### src/hw/rtl/ntr_pkg.sv
// Shared types, widths and register codes of the note timebase requantiser.
// No dependencies; used by the controller, datapath and top level.
`default_nettype none

package ntr_pkg;

    localparam int TICK_BITS_DEF = 32;
    localparam int IN_TICK_W     = 32;
    localparam int PPQ_W         = 14;
    localparam int OUT_W         = 48;
    localparam int PITCH_W       = 7;
    localparam int VEL_W         = 7;
    localparam int CHAN_W        = 5;

    localparam int IN_DATA_W     = 88;
    localparam int OUT_DATA_W    = 120;
    localparam int APB_ADDR_W    = 3;
    localparam int APB_DATA_W    = 32;

    localparam logic [15:0] SOURCE_PPQ_RST = 16'd480;
    localparam logic [15:0] DEST_PPQ_RST   = 16'd480;

    // register select, taken from the word address bit
    localparam logic REG_SOURCE_PPQ = 1'b0;
    localparam logic REG_DEST_PPQ   = 1'b1;

    // tick bits actually taken from the 32-bit input fields
    function automatic int used_bits(input int tick_bits);
        int ub;
        ub = (tick_bits < IN_TICK_W) ? tick_bits : IN_TICK_W;
        return ub;
    endfunction

    // numerator width: (start+len) * dest * 2 + source
    function automatic int div_bits(input int tick_bits);
        int nw;
        nw = used_bits(tick_bits) + 1 + PPQ_W + 2;
        return nw;
    endfunction

    typedef struct packed {
        logic load;     // capture input beat
        logic mul;      // form numerator
        logic sel_end;  // numerator from end tick instead of start tick
        logic step;     // one restoring division step
        logic grp;      // update group start from quotient
        logic qend;     // form clamped end from quotient
        logic emit;     // load output register
    } t_cmd;

endpackage

`default_nettype wire

### src/hw/rtl/ntr_ctrl.sv
// Sequencer of the requantiser: handshakes and command stream to ntr_datapath.
// Depends on ntr_pkg.
`default_nettype none

module ntr_ctrl #(
    parameter int TICK_BITS = ntr_pkg::TICK_BITS_DEF
) (
    input  logic           i_clk,
    input  logic           i_rst_n,
    input  logic           i_s_tvalid,
    output logic           o_s_tready,
    input  logic           i_m_tready,
    output logic           o_m_tvalid,
    output ntr_pkg::t_cmd  o_cmd
);

    localparam int NW = ntr_pkg::div_bits(TICK_BITS);
    localparam int CW = $clog2(NW);

    typedef enum logic [2:0] {
        S_IDLE, S_MUL_S, S_DIV_S, S_GRP, S_MUL_E, S_DIV_E, S_QEND, S_EMIT
    } t_state;

    t_state          r_state;
    t_state          n_state;
    logic [CW-1:0]   r_cnt;
    logic            r_valid;
    logic            w_last_step;
    logic            w_out_free;

    assign w_last_step = (r_cnt == CW'(NW - 1));
    assign w_out_free  = !r_valid || i_m_tready;
    assign o_s_tready  = (r_state == S_IDLE);
    assign o_m_tvalid  = r_valid;

    always_comb begin
        n_state = r_state;
        o_cmd   = '0;
        case (r_state)
            S_IDLE: begin
                if (i_s_tvalid) begin
                    o_cmd.load = 1'b1;
                    n_state    = S_MUL_S;
                end
            end
            S_MUL_S: begin
                o_cmd.mul = 1'b1;
                n_state   = S_DIV_S;
            end
            S_DIV_S: begin
                o_cmd.step = 1'b1;
                if (w_last_step) n_state = S_GRP;
            end
            S_GRP: begin
                o_cmd.grp = 1'b1;
                n_state   = S_MUL_E;
            end
            S_MUL_E: begin
                o_cmd.mul     = 1'b1;
                o_cmd.sel_end = 1'b1;
                n_state       = S_DIV_E;
            end
            S_DIV_E: begin
                o_cmd.step = 1'b1;
                if (w_last_step) n_state = S_QEND;
            end
            S_QEND: begin
                o_cmd.qend = 1'b1;
                n_state    = S_EMIT;
            end
            S_EMIT: begin
                // hold until the output register is free
                if (w_out_free) begin
                    o_cmd.emit = 1'b1;
                    n_state    = S_IDLE;
                end
            end
            default: n_state = S_IDLE;
        endcase
    end

    always_ff @(posedge i_clk) begin
        if (!i_rst_n) begin
            r_state <= S_IDLE;
            r_cnt   <= '0;
            r_valid <= 1'b0;
        end else begin
            r_state <= n_state;
            if (o_cmd.mul) begin
                r_cnt <= '0;
            end else if (o_cmd.step) begin
                r_cnt <= r_cnt + CW'(1);
            end
            if (o_cmd.emit) begin
                r_valid <= 1'b1;
            end else if (i_m_tready) begin
                r_valid <= 1'b0;
            end
        end
    end

endmodule

`default_nettype wire

### src/hw/rtl/ntr_datapath.sv
// Datapath of the requantiser: multiplier, serial restoring divider, group state.
// Depends on ntr_pkg; driven by ntr_ctrl commands.
`default_nettype none

module ntr_datapath #(
    parameter int TICK_BITS = ntr_pkg::TICK_BITS_DEF
) (
    input  logic                           i_clk,
    input  logic                           i_rst_n,
    input  ntr_pkg::t_cmd                  i_cmd,
    input  logic [ntr_pkg::PPQ_W-1:0]      i_source_ppq,
    input  logic [ntr_pkg::PPQ_W-1:0]      i_dest_ppq,
    input  logic [ntr_pkg::IN_TICK_W-1:0]  i_start_tick,
    input  logic [ntr_pkg::IN_TICK_W-1:0]  i_length_ticks,
    input  logic [ntr_pkg::PITCH_W-1:0]    i_pitch,
    input  logic [ntr_pkg::VEL_W-1:0]      i_velocity,
    input  logic [ntr_pkg::CHAN_W-1:0]     i_channel,
    input  logic                           i_first_of_clip,
    output logic [ntr_pkg::OUT_W-1:0]      o_out_start,
    output logic [ntr_pkg::OUT_W-1:0]      o_out_length,
    output logic [ntr_pkg::PITCH_W-1:0]    o_out_pitch,
    output logic [ntr_pkg::VEL_W-1:0]      o_out_velocity,
    output logic [ntr_pkg::CHAN_W-1:0]     o_out_channel
);

    localparam int UB = ntr_pkg::used_bits(TICK_BITS);
    localparam int SB = UB + 1;
    localparam int PW = SB + ntr_pkg::PPQ_W;
    localparam int NW = ntr_pkg::div_bits(TICK_BITS);
    localparam int DW = ntr_pkg::PPQ_W + 1;
    localparam int OW = ntr_pkg::OUT_W;

    logic [SB-1:0]  r_tick_s;
    logic [SB-1:0]  r_tick_e;
    logic [UB-1:0]  r_last;
    logic           r_first;
    logic           r_new;
    logic [NW-1:0]  r_num;
    logic [DW-1:0]  r_rem;
    logic [OW-1:0]  r_gqs;
    logic [OW-1:0]  r_run_end;
    logic [OW-1:0]  r_qend;
    logic [ntr_pkg::PITCH_W-1:0] r_pitch;
    logic [ntr_pkg::VEL_W-1:0]   r_velocity;
    logic [ntr_pkg::CHAN_W-1:0]  r_channel;
    logic [OW-1:0]  r_o_start;
    logic [OW-1:0]  r_o_length;
    logic [ntr_pkg::PITCH_W-1:0] r_o_pitch;
    logic [ntr_pkg::VEL_W-1:0]   r_o_velocity;
    logic [ntr_pkg::CHAN_W-1:0]  r_o_channel;

    logic [UB-1:0]  w_start_u;
    logic [UB-1:0]  w_len_u;
    logic [ntr_pkg::PPQ_W-1:0] w_src;
    logic [DW-1:0]  w_div;
    logic [SB-1:0]  w_tick;
    logic [PW-1:0]  w_prod;
    logic [NW-1:0]  n_num_init;
    logic [DW:0]    w_rem_sh;
    logic [DW:0]    w_rem_sub;
    logic           w_ge;
    logic [DW-1:0]  n_rem;
    logic [OW-1:0]  w_q;
    logic [OW-1:0]  w_prev;
    logic [OW-1:0]  n_qs;
    logic [OW-1:0]  w_gqs_inc;
    logic [OW-1:0]  n_qend;
    logic [OW-1:0]  n_run_end;

    assign w_start_u = i_start_tick[UB-1:0];
    assign w_len_u   = i_length_ticks[UB-1:0];

    // zero source resolution counts as one
    assign w_src = (i_source_ppq == '0) ? ntr_pkg::PPQ_W'(1) : i_source_ppq;
    assign w_div = {w_src, 1'b0};

    // numerator 2*tick*dest + src rounds half up after division by 2*src
    assign w_tick     = i_cmd.sel_end ? r_tick_e : r_tick_s;
    assign w_prod     = w_tick * i_dest_ppq;
    assign n_num_init = {1'b0, w_prod, 1'b0} + NW'(w_src);

    // restoring step: remainder stays below the divisor
    assign w_rem_sh  = {r_rem, r_num[NW-1]};
    assign w_ge      = (w_rem_sh >= {1'b0, w_div});
    assign w_rem_sub = w_rem_sh - {1'b0, w_div};
    assign n_rem     = w_ge ? w_rem_sub[DW-1:0] : w_rem_sh[DW-1:0];

    // quotient never reaches 2^47, so the output saturation never applies
    assign w_q       = OW'(r_num);
    assign w_prev    = r_first ? '0 : r_run_end;
    assign n_qs      = (w_q < w_prev) ? w_prev : w_q;
    assign w_gqs_inc = r_gqs + OW'(1);
    assign n_qend    = (w_q < w_gqs_inc) ? w_gqs_inc : w_q;
    assign n_run_end = (r_qend > r_run_end) ? r_qend : r_run_end;

    always_ff @(posedge i_clk) begin
        if (!i_rst_n) begin
            r_last    <= '0;
            r_gqs     <= '0;
            r_run_end <= '0;
        end else begin
            if (i_cmd.load) begin
                r_last <= w_start_u;
            end
            if (i_cmd.grp && r_new) begin
                r_gqs     <= n_qs;
                r_run_end <= n_qs + OW'(1);
            end
            if (i_cmd.emit) begin
                r_run_end <= n_run_end;
            end
        end
    end

    always_ff @(posedge i_clk) begin
        if (i_cmd.load) begin
            r_tick_s   <= SB'(w_start_u);
            r_tick_e   <= SB'(w_start_u) + SB'(w_len_u);
            r_first    <= i_first_of_clip;
            r_new      <= i_first_of_clip || (w_start_u != r_last);
            r_pitch    <= i_pitch;
            r_velocity <= i_velocity;
            r_channel  <= i_channel;
        end
        if (i_cmd.mul) begin
            r_num <= n_num_init;
            r_rem <= '0;
        end else if (i_cmd.step) begin
            r_num <= {r_num[NW-2:0], w_ge};
            r_rem <= n_rem;
        end
        if (i_cmd.qend) begin
            r_qend <= n_qend;
        end
        if (i_cmd.emit) begin
            r_o_start    <= r_gqs;
            r_o_length   <= r_qend - r_gqs;
            r_o_pitch    <= r_pitch;
            r_o_velocity <= r_velocity;
            r_o_channel  <= r_channel;
        end
    end

    assign o_out_start    = r_o_start;
    assign o_out_length   = r_o_length;
    assign o_out_pitch    = r_o_pitch;
    assign o_out_velocity = r_o_velocity;
    assign o_out_channel  = r_o_channel;

endmodule

`default_nettype wire

### src/hw/rtl/note_timebase_requantiser.sv
// One beat is processed at a time: o_s_tready is high only while idle.
// NW = min(TICK_BITS,32)+17 is the width of each division's numerator.
// The pace is set by two serial divisions of NW quotient bits on one divider.
// The output register lets the next beat in while a result waits.
// Reset (synchronous, i_rst_n low) clears group history and output valid and
// sets both resolutions to 480 ticks per quarter.
`default_nettype none

module note_timebase_requantiser #(
    parameter int TICK_BITS = ntr_pkg::TICK_BITS_DEF
) (
    input  logic                              i_clk,
    input  logic                              i_rst_n,
    input  logic                              i_s_tvalid,
    output logic                              o_s_tready,
    // start_tick[31:0], length_ticks[63:32], pitch[70:64], velocity[77:71],
    // channel[82:78], zero pad[87:83]
    input  logic [ntr_pkg::IN_DATA_W-1:0]     i_s_tdata,
    // first_of_clip[0]
    input  logic                              i_s_tuser,
    output logic                              o_m_tvalid,
    input  logic                              i_m_tready,
    // out_start[47:0], out_length[95:48], out_pitch[102:96],
    // out_velocity[109:103], out_channel[114:110], zero pad[119:115]
    output logic [ntr_pkg::OUT_DATA_W-1:0]    o_m_tdata,
    input  logic                              psel,
    input  logic                              penable,
    input  logic                              pwrite,
    input  logic [ntr_pkg::APB_ADDR_W-1:0]    paddr,
    input  logic [ntr_pkg::APB_DATA_W-1:0]    pwdata,
    output logic [ntr_pkg::APB_DATA_W-1:0]    prdata,
    output logic                              pready
);

    localparam int PW = ntr_pkg::PPQ_W;

    logic [PW-1:0]               r_source_ppq;
    logic [PW-1:0]               r_dest_ppq;
    ntr_pkg::t_cmd               w_cmd;
    logic [ntr_pkg::OUT_W-1:0]   w_out_start;
    logic [ntr_pkg::OUT_W-1:0]   w_out_length;
    logic [ntr_pkg::PITCH_W-1:0] w_out_pitch;
    logic [ntr_pkg::VEL_W-1:0]   w_out_velocity;
    logic [ntr_pkg::CHAN_W-1:0]  w_out_channel;
    logic                        w_wr;

    assign pready = 1'b1;
    assign w_wr   = psel && penable && pwrite;

    always_ff @(posedge i_clk) begin
        if (!i_rst_n) begin
            r_source_ppq <= ntr_pkg::SOURCE_PPQ_RST[PW-1:0];
            r_dest_ppq   <= ntr_pkg::DEST_PPQ_RST[PW-1:0];
        end else if (w_wr) begin
            case (paddr[2])
                ntr_pkg::REG_SOURCE_PPQ: r_source_ppq <= pwdata[PW-1:0];
                ntr_pkg::REG_DEST_PPQ:   r_dest_ppq   <= pwdata[PW-1:0];
                default:                 r_dest_ppq   <= r_dest_ppq;
            endcase
        end
    end

    always_comb begin
        case (paddr[2])
            ntr_pkg::REG_SOURCE_PPQ: prdata = ntr_pkg::APB_DATA_W'(r_source_ppq);
            ntr_pkg::REG_DEST_PPQ:   prdata = ntr_pkg::APB_DATA_W'(r_dest_ppq);
            default:                 prdata = '0;
        endcase
    end

    ntr_ctrl #(
        .TICK_BITS (TICK_BITS)
    ) u_ctrl (
        .i_clk      (i_clk),
        .i_rst_n    (i_rst_n),
        .i_s_tvalid (i_s_tvalid),
        .o_s_tready (o_s_tready),
        .i_m_tready (i_m_tready),
        .o_m_tvalid (o_m_tvalid),
        .o_cmd      (w_cmd)
    );

    ntr_datapath #(
        .TICK_BITS (TICK_BITS)
    ) u_datapath (
        .i_clk           (i_clk),
        .i_rst_n         (i_rst_n),
        .i_cmd           (w_cmd),
        .i_source_ppq    (r_source_ppq),
        .i_dest_ppq      (r_dest_ppq),
        .i_start_tick    (i_s_tdata[31:0]),
        .i_length_ticks  (i_s_tdata[63:32]),
        .i_pitch         (i_s_tdata[70:64]),
        .i_velocity      (i_s_tdata[77:71]),
        .i_channel       (i_s_tdata[82:78]),
        .i_first_of_clip (i_s_tuser),
        .o_out_start     (w_out_start),
        .o_out_length    (w_out_length),
        .o_out_pitch     (w_out_pitch),
        .o_out_velocity  (w_out_velocity),
        .o_out_channel   (w_out_channel)
    );

    assign o_m_tdata = {5'b0, w_out_channel, w_out_velocity, w_out_pitch,
                        w_out_length, w_out_start};

endmodule

`default_nettype wire

### config.mk
export PLATFORM = sky130hd
export DESIGN_NAME = note_timebase_requantiser
export DESIGN_NICKNAME = d
export VERILOG_FILES = /design/src/hw/rtl/ntr_pkg.sv /design/src/hw/rtl/ntr_ctrl.sv /design/src/hw/rtl/ntr_datapath.sv /design/src/hw/rtl/note_timebase_requantiser.sv
export SDC_FILE = /design/constraint.sdc
export NUM_CORES = 2
export LEC_CHECK = 0
export ABC_AREA = 1
export BUFFER_PORTS_ARGS = -buffer_cell sky130_fd_sc_hd__buf_2
export CORE_MARGIN = 2
export CORE_UTILIZATION = 40
export DETAILED_ROUTE_END_ITERATION = 16
export GPL_ROUTABILITY_DRIVEN = 0
export PLACE_DENSITY_LB_ADDON = 0.3
export SETUP_SLACK_MARGIN = 0.02
export SLEW_MARGIN = 20
export SYNTH_ARGS = -nofsm -noshare
export SYNTH_HDL_FRONTEND = slang
export SYNTH_SLANG_ARGS = --single-unit
### constraint.sdc
create_clock -name i_clk -period 9.9 [get_ports i_clk]
set_input_delay 0.99 -clock i_clk [delete_from_list [all_inputs] [get_ports i_clk]]
set_output_delay 0.99 -clock i_clk [all_outputs]
set_load 0.02 [all_outputs]
==> results.tsv <==
stage	metric	value	unit
synth	ys_seq_area_share	27.2	%
synth	syn_area_per_cell	7.91	sq um
cts	tritoncts	built	
flow_run	max_cap_viol_count	0	
cts	cts-buffers-inserted	55	
grt	grt_pass1_vias	38900	
cts	ctsHoldBuffers	0	
detailed_routing	vias_per_cell	5.26	
cts	clockRootBuffer	clkbuf_16	
die	rows	124	
die	dieArea	0.118	sq mm
timing	period_needed	9.24	ns
critical_path	path_delay_family	adder cells	
timing	tns	0	ns
die	top_level_ports	286	
cts	cts_setup_buffers	0	
grt	gr-total-overflow	0	
synth	postSynthCellCount	5835	
grt	grt_use_total	23.4	%
detailed_routing	first_pass_iters	7	
layout	fill_cells	11400	
synth	syn_area	0.0461	sq mm
timing	rsz0062_at_grt	no	
detailed_routing	vias	39800	
die	die_w	344	um
critical_path	startpoint_type	flip-flop	
layout	drive_gt1_share	9.72	%
synth	synth_top_cell_by_area	edfxtp_1	
critical_path	crit_type	reg -> reg	
place	hpwlAfterDp	111000	um
timing	finalSetupViolations	0	
critical_path	critPathRequiredTime	10.35	ns
detailed_routing	drc	0	
synth	post_synth_main_area_contributors	edfxtp_1, fa_1, ha_1	
detailed_routing	routedWlPerCell	18.3	um
timing	tightestPinTransition	1.11	ns
synth	synthFlopType	edfxtp_1	
cts	htreeDepth	2	
synth	synth_edf_count	298	
grt	grt_pass1_wl	217000	um
critical_path	r2r_setup_slack	0.66	ns
detailed_routing	drt.antenna.violating_nets	0	
layout	area_growth	10.0	%
timing	fin_skew	0.0880	ns
cts	clock_sinks	479	
die	dieHeight	344	um
die	coreArea	0.114	sq mm
synth	ys_ff_latch	479	
die	start_util	40.4	%
timing	slew_headroom	25.7	%
status	status	finished clean	
cts	cts_resized	0	
critical_path	cp_slowest_stage_delay	0.65	ns
timing	slew_violations	0	
critical_path	crit_buf_inv	7	
layout	final_net_count	6882	
grt	antenna_found_initial	5	
synth	yosysTopAreaCellShare	19.4	%
detailed_routing	totalWireLength	139000	um
synth	synthTopCellsByCount	nand2_1, inv_1, nor2_1, a21oi_1, fa_1	
critical_path	crit_path_top_delay_cell	o21ai_0	
critical_path	crit_arrival	9.69	ns
cts	worstSkewPairLatency	0.71	ns
cts	clkTransAtPathRegs	0.06	ns
timing	period_share	93.3	%
detailed_routing	drtIter0Drc	3344	
grt	grt_max_degree	91	
critical_path	cp-end-kind	flip-flop	
synth	async_reset_ff_share	0	%
synth	yosysUniqueCellTypes	73	
synth	yosysWarnings	0	
cts	cts.path.max_buffers	3	
timing	final_hold_viol_count	0	
timing	fmax	108	MHz
synth	synth.most_common_cell	nand2_1	
critical_path	cp_common_cell	fa_1	
critical_path	crit_fanout	27	
place	numPortBuffers	236	
hold_path	min_path_type	reg -> reg	
[final timing paths]
kind / cells past startpoint / endpoint / from
worst max register to register: 30 / u_datapath.r_num[43] / u_ctrl.r_state[2]
worst min register to register: 0 / u_datapath.o_out_velocity[3] / u_datapath.r_velocity[3]
worst max-delay path: 30 / u_datapath.r_num[43] / u_ctrl.r_state[2]
worst min-delay path: 0 / u_datapath.o_out_velocity[3] / u_datapath.r_velocity[3]
[cell usage in the layout, fill, tap and decap left out, types with 178 or more instances in the layout]
master and n:
ha_1 363, a21oi_1 413, o21ai_0 347, nand3_1 202
edfxtp_1 298, fa_1 373, buf_2 236, nor2_1 584
dfxtp_1 178, nand2_1 1148, inv_1 948
[routing by layer]
layer / vias to the layer above / routed length (um) / GRT usage (%)
li1: 19100 / - / -
met1: 18900 / 59600 / 31.4
met2: 1571 / 63600 / 38.9
met3: 285 / 9760 / 2.59
met4: 2 / 5520 / 8.62
met5: - / 13 / 0
[final cells by class]
class	count	area, sq um	area share, %
multi-input combinational	4202	29100	57.3
sequential	479	12600	24.8
inverter	980	3680	7.25
tap	1512	1890	3.73
timing repair buffer	297	1640	3.23
clock buffer	70	1480	2.92
clock inverter	34	404	0.796
antenna	4	10.0	0.0197
[flip-flops by register name (all words and copies together) (netlist names)]
| name | cells |
|---|---|
| u_datapath.r_first | 1 |
| r_source_ppq | 14 |
| u_datapath.r_gqs | 48 |
| u_datapath.r_channel | 5 |
| u_ctrl.o_m_tvalid | 1 |
| u_datapath.o_out_channel | 5 |
| u_datapath.r_rem | 15 |
| u_datapath.r_velocity | 7 |
| u_ctrl.r_cnt | 6 |
| u_ctrl.r_state | 3 |
| u_datapath.r_num | 49 |
| u_datapath.o_out_start | 48 |
| u_datapath.o_out_length | 48 |
| u_datapath.r_tick_e | 33 |
| u_datapath.r_qend | 48 |
| r_dest_ppq | 14 |
| u_datapath.r_tick_s | 32 |
| u_datapath.r_last | 32 |
| u_datapath.o_out_pitch | 7 |
| u_datapath.r_run_end | 48 |
| u_datapath.r_new | 1 |
| u_datapath.r_pitch | 7 |
| u_datapath.o_out_velocity | 7 |
[metrics by stage]
step                      cells  area [sq um]  setup slack (ns)  utilization (%)  hold slack, ns
after floorplan            5857         46200              2.21                -           0.400
after global placement     7470         48900             0.772             42.7           0.400
after detailed placement   7470         48900             0.657             42.7           0.405
after CTS                  7574         50700             0.741             44.4           0.410
after global routing       7574         50700             0.113             44.4           0.421
final                      7578         50800             0.662             44.4           0.402
[logic make-up after synthesis]
| group | share of synthesized area (%) |
|---|---|
| xor gates and xnor gates | 4.36 |
| DFF | 27.2 |
| buffers and inverters | 9.99 |
| AOI/OAI and AO/OA | 11.5 |
| other | 0.0163 |
| adders and majority gates | 26.0 |
| and+or+nand+nor | 20.8 |
Power is left out: the tool's default activity adds up to more than one toggle a clock period on the data nets, which glitch-free logic cannot reach.
